File: config.mk
export PLATFORM = sky130hd
export DESIGN_NAME = io_traffic_boost_governor
export DESIGN_NICKNAME = d
export VERILOG_FILES = /design/src/rtl/io_tbg_pkg.sv /design/src/rtl/io_tbg_core.sv /design/src/rtl/io_traffic_boost_governor.sv
export VERILOG_INCLUDE_DIRS = /design/src /design/src/rtl
export SDC_FILE = /design/constraint.sdc
export NUM_CORES = 1
export LEC_CHECK = 0
export BUFFER_PORTS_ARGS = -buffer_cell sky130_fd_sc_hd__buf_2
export CORE_AREA = 10 10 233 235
export CTS_BUF_LIST = sky130_fd_sc_hd__clkbuf_2 sky130_fd_sc_hd__clkbuf_4 sky130_fd_sc_hd__clkbuf_8
export DETAILED_ROUTE_END_ITERATION = 10
export DIE_AREA = 0 0 243 245
export HOLD_SLACK_MARGIN = 0.15
export PLACE_DENSITY = 0.72
export SLEW_MARGIN = 20
export SYNTH_ARGS = -nofsm -noshare
export SYNTH_HDL_FRONTEND = slang
export SYNTH_SLANG_ARGS = --single-unit
export TNS_END_PERCENT = 1
File: constraint.sdc
create_clock -name clk -period 11.95 [get_ports clk]
set_input_delay 1.195 -clock clk [delete_from_list [all_inputs] [get_ports clk]]
set_output_delay 1.195 -clock clk [all_outputs]
set_load 0.1 [all_outputs]
File: src/rtl/io_traffic_boost_governor_defines.svh
// Assertion macros for the IO traffic boost governor.
// Depends on nothing; included by the top level, which provides clk and arst_n.
`ifndef IO_TRAFFIC_BOOST_GOVERNOR_DEFINES_SVH
`define IO_TRAFFIC_BOOST_GOVERNOR_DEFINES_SVH
`ifndef SYNTHESIS
`define TBG_ASSERT(label, prop) \
	label: assert property (@(posedge clk) disable iff (!arst_n) prop) \
		else $error("io_traffic_boost_governor assertion failed");
`define TBG_ASSERT_ALWAYS(label, prop) \
	label: assert property (@(posedge clk) prop) \
		else $error("io_traffic_boost_governor assertion failed");
`else
`define TBG_ASSERT(label, prop)
`define TBG_ASSERT_ALWAYS(label, prop)
`endif
`endif

File: src/rtl/io_tbg_pkg.sv
// Types and constants shared by the IO traffic boost governor.
// No dependencies.
package io_tbg_pkg;

	typedef enum logic [1:0] {
		MODE_REQUEST = 2'd0,
		MODE_IDLE    = 2'd1,
		MODE_TIMER   = 2'd2
	} mode_t;

	typedef enum logic [1:0] {
		DEC_NONE    = 2'd0,
		DEC_LOCK    = 2'd1,
		DEC_RELEASE = 2'd2
	} dec_t;

	typedef enum logic [2:0] {
		CFG_CHUNK_THRESHOLD_KIB    = 3'd0,
		CFG_COUNT_THRESHOLD_BIG    = 3'd1,
		CFG_COUNT_THRESHOLD_LITTLE = 3'd2,
		CFG_PERIOD_BIG_MS          = 3'd3,
		CFG_PERIOD_LITTLE_MS       = 3'd4
	} cfg_index_t;

	localparam int unsigned CFG_INDEX_W = 3;
	localparam int unsigned CFG_DATA_W  = 16;
	localparam int unsigned KIB_SHIFT   = 10;
	localparam logic [31:0] NS_PER_MS   = 32'd1000000;

	typedef struct packed {
		logic [1:0]  mode;
		logic [23:0] length_bytes;
		logic [62:0] time_ns;
		logic        boot_reset;
	} in_word_t;

	typedef struct packed {
		logic       boost_on;
		logic       boost_changed;
		logic       request_big;
		logic [1:0] decision;
	} out_word_t;

	// periods are held already scaled to nanoseconds
	typedef struct packed {
		logic [14:0] chunk_threshold_kib;
		logic [15:0] count_threshold_big;
		logic [15:0] count_threshold_little;
		logic [31:0] period_big_ns;
		logic [31:0] period_little_ns;
	} cfg_t;

	localparam cfg_t CFG_RESET = '{
		chunk_threshold_kib:    15'd128,
		count_threshold_big:    16'd40,
		count_threshold_little: 16'd48,
		period_big_ns:          32'd160000000,
		period_little_ns:       32'd3000000
	};

endpackage

File: src/rtl/io_tbg_core.sv
// Governor state and per-word decision logic: classify, window check, count, lock/release.
// Depends on io_tbg_pkg.
module io_tbg_core
	import io_tbg_pkg::*;
(
	input  logic      clk,
	input  logic      arst_n,
	input  logic      en,
	input  in_word_t  word,
	input  cfg_t      cfg,
	output out_word_t result
);

	logic [62:0] window_start_q, window_start_d;
	logic        window_valid_q, window_valid_d;
	logic [62:0] last_request_q, last_request_d;
	logic [15:0] big_count_q, big_count_d;
	logic [15:0] little_count_q, little_count_d;
	logic        locked_q, locked_d;
	logic        held_q, held_d;
	logic        pending_reset_q, pending_reset_d;
	logic        pending_release_q, pending_release_d;

	logic        big;
	logic [63:0] diff_fwd;
	logic [62:0] diff_rev;
	logic [62:0] diff;
	logic [15:0] count_sel;
	logic [15:0] th_sel;
	logic [31:0] period_sel;
	logic        checkpoint;
	dec_t        dec;

	always_comb begin
		big        = {1'b0, word.length_bytes} >=
			{cfg.chunk_threshold_kib, {KIB_SHIFT{1'b0}}};
		diff_fwd   = {1'b0, window_start_q} - {1'b0, last_request_q};
		diff_rev   = last_request_q - window_start_q;
		diff       = diff_fwd[63] ? diff_rev : diff_fwd[62:0];
		count_sel  = big ? big_count_q : little_count_q;
		th_sel     = big ? cfg.count_threshold_big : cfg.count_threshold_little;
		period_sel = big ? cfg.period_big_ns : cfg.period_little_ns;
		checkpoint = diff >= {31'd0, period_sel};

		window_start_d    = window_start_q;
		window_valid_d    = window_valid_q;
		last_request_d    = last_request_q;
		big_count_d       = big_count_q;
		little_count_d    = little_count_q;
		locked_d          = locked_q;
		held_d            = held_q;
		pending_reset_d   = pending_reset_q;
		pending_release_d = pending_release_q;
		dec               = DEC_NONE;

		case (word.mode)
			MODE_REQUEST: begin
				pending_reset_d = 1'b0;
				if (!held_q) begin
					if (!window_valid_q) begin
						window_start_d = word.time_ns;
						last_request_d = word.time_ns;
						window_valid_d = 1'b1;
					end else begin
						last_request_d = word.time_ns;
						if (checkpoint) begin
							big_count_d    = '0;
							little_count_d = '0;
							window_start_d = word.time_ns;
							dec = (({1'b0, count_sel} + 17'd1) >= {1'b0, th_sel}) ?
								DEC_LOCK : DEC_RELEASE;
						end else if (big) begin
							if (big_count_q != 16'hFFFF)
								big_count_d = big_count_q + 16'd1;
						end else begin
							if (little_count_q != 16'hFFFF)
								little_count_d = little_count_q + 16'd1;
						end
					end
				end
			end
			MODE_IDLE: begin
				pending_release_d = !word.boot_reset;
				held_d            = 1'b0;
				pending_reset_d   = 1'b1;
			end
			MODE_TIMER: begin
				if (pending_reset_q) begin
					dec               = pending_release_q ? DEC_RELEASE : DEC_NONE;
					pending_release_d = 1'b0;
					pending_reset_d   = 1'b0;
					window_valid_d    = 1'b0;
					window_start_d    = '0;
					last_request_d    = '0;
					big_count_d       = '0;
					little_count_d    = '0;
				end
			end
			default: begin
			end
		endcase

		case (dec)
			DEC_LOCK: begin
				locked_d = 1'b1;
				held_d   = 1'b1;
			end
			DEC_RELEASE: locked_d = 1'b0;
			default: begin
			end
		endcase

		result.boost_on      = locked_d;
		result.boost_changed = locked_d != locked_q;
		result.request_big   = (word.mode == MODE_REQUEST) && big;
		result.decision      = dec;
	end

	always_ff @(posedge clk or negedge arst_n) begin
		if (!arst_n) begin
			window_start_q    <= '0;
			window_valid_q    <= 1'b0;
			last_request_q    <= '0;
			big_count_q       <= '0;
			little_count_q    <= '0;
			locked_q          <= 1'b0;
			held_q            <= 1'b0;
			pending_reset_q   <= 1'b0;
			pending_release_q <= 1'b0;
		end else if (en) begin
			window_start_q    <= window_start_d;
			window_valid_q    <= window_valid_d;
			last_request_q    <= last_request_d;
			big_count_q       <= big_count_d;
			little_count_q    <= little_count_d;
			locked_q          <= locked_d;
			held_q            <= held_d;
			pending_reset_q   <= pending_reset_d;
			pending_release_q <= pending_release_d;
		end
	end

endmodule

File: src/rtl/io_traffic_boost_governor.sv
// IO traffic boost governor top level: config registers, input stage, result register.
// Depends on io_tbg_pkg, io_tbg_core and io_traffic_boost_governor_defines.svh.
//
// Usage: storage events enter on in_word (in_valid/in_stall); one result word per
// event leaves on out_word (out_valid/out_stall). A word moves on a rising edge with
// valid high and stall low.
// Path: an accepted event waits in the input register until the result register is
// free, then passes through the decision logic into the result register, which
// raises out_valid.
// Throughput: one event per cycle while the receiver does not stall.
// While the receiver stalls, the result is held and one more event is taken into
// the input register; after that in_stall is raised.
// Configuration: cfg_we writes cfg_data to register cfg_index (0..4) at the edge;
// periods are scaled to ns on write. Write only while the block is idle.
// Reset: arst_n clears all governor state (boost off, no window) and loads the
// default thresholds and periods; no word is pending afterwards.
`include "io_traffic_boost_governor_defines.svh"
module io_traffic_boost_governor
	import io_tbg_pkg::*;
(
	input  logic                   clk,
	input  logic                   arst_n,
	input  logic                   cfg_we,
	input  logic [CFG_INDEX_W-1:0] cfg_index,
	input  logic [CFG_DATA_W-1:0]  cfg_data,
	input  logic                   in_valid,
	output logic                   in_stall,
	input  in_word_t               in_word,
	output logic                   out_valid,
	input  logic                   out_stall,
	output out_word_t              out_word
);

	cfg_t      cfg_q;
	logic      valid_s1;
	in_word_t  word_s1;
	logic      out_valid_q;
	out_word_t out_word_q;
	out_word_t result;
	logic      res_ready;
	logic      advance;
	logic      in_accept;

	always_ff @(posedge clk or negedge arst_n) begin
		if (!arst_n) begin
			cfg_q <= CFG_RESET;
		end else if (cfg_we) begin
			case (cfg_index)
				CFG_CHUNK_THRESHOLD_KIB:    cfg_q.chunk_threshold_kib <= cfg_data[14:0];
				CFG_COUNT_THRESHOLD_BIG:    cfg_q.count_threshold_big <= cfg_data;
				CFG_COUNT_THRESHOLD_LITTLE: cfg_q.count_threshold_little <= cfg_data;
				CFG_PERIOD_BIG_MS:
					cfg_q.period_big_ns <= 32'({20'd0, cfg_data[11:0]} * NS_PER_MS);
				CFG_PERIOD_LITTLE_MS:
					cfg_q.period_little_ns <= 32'({20'd0, cfg_data[11:0]} * NS_PER_MS);
				default: begin
				end
			endcase
		end
	end

	assign res_ready = !out_valid_q || !out_stall;
	assign advance   = valid_s1 && res_ready;
	assign in_stall  = valid_s1 && !res_ready;
	assign in_accept = in_valid && !in_stall;

	always_ff @(posedge clk or negedge arst_n) begin
		if (!arst_n) begin
			valid_s1 <= 1'b0;
		end else if (in_accept) begin
			valid_s1 <= 1'b1;
		end else if (advance) begin
			valid_s1 <= 1'b0;
		end
	end

	always_ff @(posedge clk) begin
		if (in_accept)
			word_s1 <= in_word;
	end

	io_tbg_core u_core (
		.clk    (clk),
		.arst_n (arst_n),
		.en     (advance),
		.word   (word_s1),
		.cfg    (cfg_q),
		.result (result)
	);

	always_ff @(posedge clk or negedge arst_n) begin
		if (!arst_n) begin
			out_valid_q <= 1'b0;
		end else if (advance) begin
			out_valid_q <= 1'b1;
		end else if (!out_stall) begin
			out_valid_q <= 1'b0;
		end
	end

	always_ff @(posedge clk) begin
		if (advance)
			out_word_q <= result;
	end

	assign out_valid = out_valid_q;
	assign out_word  = out_word_q;

	`TBG_ASSERT(a_stall_needs_word, in_stall |-> valid_s1)
	`TBG_ASSERT(a_advance_loads_result, advance |=> out_valid)
	`TBG_ASSERT(a_lock_sets_boost, out_valid && (out_word.decision == DEC_LOCK) |-> out_word.boost_on)
	`TBG_ASSERT(a_change_needs_decision, out_valid && out_word.boost_changed |-> (out_word.decision != DEC_NONE))
	`TBG_ASSERT_ALWAYS(a_reset_empty, !arst_n |-> !out_valid && !in_stall)

endmodule
==> After elaboration in Yosys (flattened, before gate mapping) <==
Cells that the tools add are included.
Widths: inputs -> output; s select.
{ "op_classes": {"addsub": 5, "mul": 1, "n_lt_le_gt_ge": 3, "eq_ne": 20, "n_mux": 43, "reduce_logical": 30} }
{ "op_table": {"columns": ["op", "n"], "rows": [
  ["$mux 63", 6],
  ["$pmux 63 s2", 2],
  ["$mux 16", 13],
  ["$pmux 16 s2", 2],
  ["$sub 63x63->64", 1],
  ["$ge 63x32->1", 1],
  ["$sub 63x63->63", 1],
  ["$add 16x1->16 const B", 2],
  ["$mux 32", 1],
  ["$ne 16x16->1 const B", 2],
  ["$mul 12x14->26 const B", 1],
  ["$ge 24x25->1", 1],
  ["$add 16x1->17 const B", 1],
  ["$ge 17x16->1", 1],
  ["$reduce_and 2->1", 7],
  ["$reduce_and 7->1", 2],
  ["$mux 2", 6],
  ["$reduce_bool 2->1", 5],
  ["$ne 3x1->1 const B", 3],
  ["$mux 1", 8],
  ["$pmux 1 s2", 4],
  ["$eq 3x2->1 const B", 2],
  ["$ne 2x1->1 const B", 3],
  ["$ne 3x3->1 const B", 2],
  ["other kinds (16)", 25]
]} }
{ "totals": {"ff_bits": 359, "output_inout_bits": 7} }

==> Longest topological paths before layout <==
{ "logic_depth": {"depth_word": 12, "depth_mapped": 37} }

==> Hierarchy <==
A second synthesis with hierarchy kept.
{ "hier_totals": {"cells_unflattened": 2938, "hier_area_um2": 27256.1} }
{ "by_module_without_submodules": {"columns": ["mod", "n_inst", "cells_each", "area_per_inst_um2"], "rows": [
  ["io_tbg_core", 1, 2227, 17767.0],
  ["io_traffic_boost_governor", 1, 711, 9489.1]
]} }

==> Least setup slack after synthesis <==
OpenSTA, ideal clock, no wires.
{ "synth_path": {"path_kind": "flip-flop to flip-flop", "from": "register u_core.last_request_q[50]", "to": "register u_core.locked_q", "setup_time_ns": 0.125, "arrival_time_ns": 7.031, "t_required_ns": 11.825, "slack_ns": 4.794, "stages_incl_launch_ff": 37, "path_buffers": 5, "path_cell_list": "dfrtp_1 -> inv_1 -> ha_1 -> buf_6 -> a21oi_4 -> o21ai_2 -> a21o_1 -> a2111oi_4 -> a21bo_2 -> a21oi_2 -> buf_4 -> buf_2 -> clkbuf_1 -> nor2_1 -> nor2_1 -> nand2_1 -> nand3_1 -> a221oi_1 -> xnor2_1 -> ha_1 -> o21a_1 -> o21a_1 -> o21a_1 -> o21a_1 -> o21ai_0 -> a221oi_1 -> a211o_1 -> a41oi_1 -> nand4_1 -> or4_1 -> nor2_4 -> buf_4 -> nand2_1 -> and4b_1 -> ha_1 -> mux2_2 -> mux2_2"} }
{ "synth_rtl": {"columns": ["item", "line", "rtl"], "rows": [
  ["from (decl)", "io_tbg_core.sv:16", "logic [62:0] last_request_q, last_request_d;"],
  ["from (signal assigned)", "io_tbg_core.sv:133", "last_request_q <= last_request_d;"],
  ["to (signal assigned)", "io_tbg_core.sv:136", "locked_q <= locked_d;"],
  ["to (decl)", "io_tbg_core.sv:19", "logic locked_q, locked_d;"]
]} }

==> Worst setup path in the final report <==
{ "layout_path": {"from": "register u_core.last_request_q[48]", "to": "register u_core.window_start_q[36]"} }
{ "layout_between": {"elab_chain_len": 5, "elab_cells_between_ends": 6, "classes_between": "2 x add/sub; 1 x order compare; 1 x eq/ne; 1 x mux; 1 x reduce/logical"} }
{ "layout_lines": {"columns": ["item", "line", "rtl"], "rows": [
  ["$sub 63x63->64 / $sub 63x63->63 (equally long branches)", "io_tbg_core.sv:37, io_tbg_core.sv:38", null],
  ["$mux 63 *", "io_tbg_core.sv:39", "diff = diff_fwd[63] ? diff_rev : diff_fwd[62:0];"],
  ["$ge 63x32->1 *", "io_tbg_core.sv:43", "checkpoint = diff >= {31'd0, period_sel};"],
  ["$ne 3x3->1 (no source line) *", null, null],
  ["$reduce_and 5->1 (no source line) *", null, null],
  ["to (signal assigned)", "io_tbg_core.sv:131", "window_start_q <= window_start_d;"],
  ["to (decl)", "io_tbg_core.sv:14", "logic [62:0] window_start_q, window_start_d;"]
]} }
Every way passes the cells marked *; elsewhere a longest branch is shown, timed or not.
A chain may end at the register's enable or synchronous reset.

==> metrics.md <==
| Metric | Value |
|---|---|
| GRT Overall Usage | `24.8%` |
| Area after DPL | `0.0277 mm^2` |
| Period utilization | `75.1%` |
| Initial DRC count | `1,814` |
| Num rows | `82` |
| Post-synthesis sequential area ratio | `35.3%` |
| Crit-path cells | `inv_1 -> ha_1 -> and4_1 -> nand2_1 -> nor3_1 -> nand2_1 -> o21ai_4 -> buf_4 -> o211ai_1 -> nand2_1 -> xnor2_1 -> ha_1 -> a21o_1 -> a21o_1 -> a21oi_1 -> o211ai_1 -> a211o_1 -> a41oi_1 -> nand4_1 -> or4_1 -> nor2_4 -> a31o_4 -> buf_4 -> mux2i_1` |
| Via count of the routed design | `22,400` |
| R2R depth | `24` |
| Hold Path Origin | `word_s1[0]` |
| Area of the core | `0.0497 mm^2` |
| Initial Util | `54.1%` |
| CTS root buffer | `clkbuf_8` |
| Post-route ant nets | `0` |
| Hold Fails Final Rpt | `0` |
| Pleak | `0.0135 uW` |
| Worst rel slew slack | `24.0%` |
| VDD IR max | `189 uV` |
| Post-CTS Setup Bufs | `0` |
| Status | `complete, no violations` |
| Router iterations before antenna repair | `6` |
| Gpl congestion | `0.977` |
| Worst Hold Path EP | `u_core.pending_release_q` |
| Die X | `243 um` |
| Tot Pwr | `9000 uW` |
| Number of synthesized flops with an enable pin | `95` |
| Most Frequent Cell on Critical Path | `nand2_1` |
| Clk_skew | `50.6 ps` |
| Crit Path Max Fanout | `51` |
| CTS tree | `built` |
| Final core occ | `58.8%` |
| Post-Syn Area | `0.0269 mm^2` |
| Max clock buf depth | `3` |
| Most frequent cells in the layout | `nand2_1, ha_1, inv_1, o21ai_0, dfrtp_1` |
| Fmax | `0.111 GHz` |
| Unrepaired setup endpoints after global routing | `false` |
| Mapped Avg Cell Area | `9.08 um^2` |
| H-Tree Depth | `3` |
| Hold Path Class | `flip-flop to flip-flop` |
| Mean routed wirelength per cell | `20.0 um` |
| Final setup TNS | `0 ps` |
| Num CTS Buffers | `67` |
| Worst setup EP type | `flip-flop` |
| Vias/cell | `5.99` |
| Ys flop type | `dfrtp_1` |
| FF+latch area | `0.00949 mm^2` |
| Minimum clock period | `8970 ps` |
| Skew-Pair Late Insertion Delay | `670 ps` |
| Multi-input logic area | `0.0157 mm^2` |
| Maxcap violations | `0` |
| CP max-delay cell | `nor2_4` |
| Crit path launch type | `flip-flop` |
| Die area | `0.0595 mm^2` |
| # diodes | `0` |
| Reg2Reg Capture Point | `u_core.window_start_q[36]` |
| Initial antenna violation count | `0` |
| Final setup viols | `0` |
| DRC | `0` |
| Critical Path RT | `12,490 ps` |
| Fillers | `4,377` |
| Flops & latches, synth | `359` |
| Largest net degree at the start of global routing | `164` |
| Worst Path Arrival | `9510 ps` |
| Critical Setup Path Class | `flip-flop to flip-flop` |
| Post-CTS Hold Fix Bufs | `0` |
| Routed WL | `75,000 um` |
| Vias in the first global route | `22,400` |
| GRT overflow | `0` |
| Post-CTS resize count | `0` |
| Post-synth cell types | `96` |
| Warnings from Yosys | `0` |
| Worst Tran Pin Value | `1130 ps` |
| Clock transition at the registers of the reported paths | `60 ps` |
| Post-route cell area | `0.0292 mm^2` |
| Reg2Reg Setup Slack | `2980 ps` |
| Ports | `121` |
| Syn nets | `3,378` |
| Hold Path Stages | `1` |
| Nets | `3,437` |
| Slowest stage delay, CP | `890 ps` |
| PwrDens | `308 mW/mm^2` |
| Slew Limit Fails | `0` |
| Most common cell after layout, fill and taps aside | `nand2_1` |
| CTS sink count | `359` |
| Die Y | `245 um` |
| Fraction of registers with async set/reset | `73.5%` |
| Layout cell share with drive strength beyond 1 | `12.2%` |
| Hold WS | `446 ps` |
| Area Overhead vs Synth | `8.67%` |
| R2R Path Start | `u_core.last_request_q[48]` |
| Hpwl dp | `56,700 um` |
| First-pass GRT wire length | `121,000 um` |
| Post-Syn Instances | `2,959` |
| Port-buffer cells | `120` |
-- flip-flops by register name, indices dropped and copies added, names as in the netlist, 5 cells and up --
register	count
u_core.last_request_q	63
u_core.big_count_q	16
word_s1	90
out_word	5
cfg_q	99
u_core.little_count_q	16
u_core.window_start_q	63
-- power by group --
part           internal, uW  leakage [uW]  switching (uW)  total [uW]
Sequential             1590       0.00418             190        1780
Clock                   734      0.000779             544        1280
Combinational          2170       0.00856            3770        5940
Total                  4490        0.0135            4510        9000
-- Yosys cell counts, types with 7 or more instances --
| library cell | n | share of area, % |
|---|---|---|
| and2_1 | 19 | 0.44 |
| mux2_2 | 47 | 2.0 |
| nor4_1 | 14 | 0.33 |
| buf_2 | 32 | 0.60 |
| o21bai_1 | 37 | 1.0 |
| a21oi_1 | 203 | 3.8 |
| buf_1 | 12 | 0.17 |
| or2_2 | 19 | 0.44 |
| o21a_1 | 23 | 0.64 |
| nor2b_1 | 17 | 0.40 |
| or3_1 | 14 | 0.33 |
| ha_1 | 268 | 12 |
| o211ai_1 | 44 | 1.2 |
| nand4b_1 | 13 | 0.42 |
| a221oi_1 | 8 | 0.26 |
| inv_1 | 257 | 3.6 |
| and3_1 | 17 | 0.40 |
| o21ai_0 | 252 | 4.7 |
| clkbuf_1 | 81 | 1.1 |
| xnor2_1 | 56 | 1.8 |
| nand2_1 | 339 | 4.7 |
| dfrtp_1 | 241 | 22 |
| o31ai_1 | 11 | 0.31 |
| a211oi_1 | 28 | 0.78 |
| a2111oi_0 | 7 | 0.23 |
| a31oi_1 | 22 | 0.51 |
| edfxtp_1 | 95 | 11 |
| nor2_1 | 146 | 2.0 |
| and4_1 | 9 | 0.29 |
| a311oi_1 | 8 | 0.26 |
| dfstp_2 | 23 | 2.2 |
| fa_1 | 37 | 2.8 |
| mux2i_1 | 123 | 4.6 |
| xor2_1 | 27 | 0.88 |
| o221ai_1 | 7 | 0.23 |
| nand3_1 | 61 | 1.1 |
| nor3_1 | 50 | 0.93 |
| nand2b_1 | 15 | 0.35 |
| a21o_1 | 55 | 1.5 |
| a21boi_0 | 8 | 0.22 |
| nand4_1 | 89 | 2.1 |
| buf_4 | 8 | 0.22 |
-- metal layers --
| metal | vias to the layer above | GRT usage, % | share of wire [%] |
|---|---|---|---|
| li1 | 10700 | - | - |
| met1 | 11000 | 33.7 | 45 |
| met2 | 682 | 41.0 | 48 |
| met3 | 92 | 3.32 | 5.7 |
| met4 | 0 | 6.60 | 1.9 |
| met5 | - | 0 | 0 |
-- per-stage QoR --
step	setup WS (ps)	instances
2_1_floorplan	4790	2959
3_5_place_dp	3210	3621
5_1_grt	2450	3744
6_report	2980	3744
3_3_place_gp	3430	3621
4_1_cts	3160	3744
-- final cells by class --
type / count / area share [%]
tap: 672 / 2.88
sequential: 359 / 32.5
timing repair buffer: 134 / 2.51
multi-input combinational: 2199 / 53.8
inverter: 257 / 3.30
clock buffer: 103 / 4.38
clock inverter: 20 / 0.608
-- how the worst max path moves through the flow --
stage	to	slack, ps	startpoint	cells after the start
floorplan	u_core.locked_q	4790	u_core.last_request_q[50]	36
global route	u_core.window_start_q[35]	2450	u_core.last_request_q[48]	24
finish	u_core.window_start_q[36]	2980	u_core.last_request_q[48]	24
global placement	u_core.window_start_q[34]	3430	u_core.last_request_q[48]	29
CTS	u_core.window_start_q[36]	3160	u_core.last_request_q[48]	24
detailed placement	u_core.window_start_q[52]	3210	u_core.last_request_q[48]	24
-- kinds of logic after synthesis --
family,synth area share (%)
AND/OR/NAND/NOR,15.0
AO/OA/AOI/OAI,18.8
buffers and inverters,6.36
flip-flops,35.3
adder cells (fa/ha/maj),15.2
multiplexers,6.61
XOR/XNOR,2.71
-- critical path, delay by kind of cell, from the launching register on --
family	cells	cell delay [ps]
and+or+nand+nor	8	3060
buffers and inverters	3	1380
xor gates and xnor gates	1	150
adders and majority gates	2	890
muxes	1	280
AOI/OAI and AO/OA	9	2580
DFF	1	370
Power figures use the tool's default switching activity.
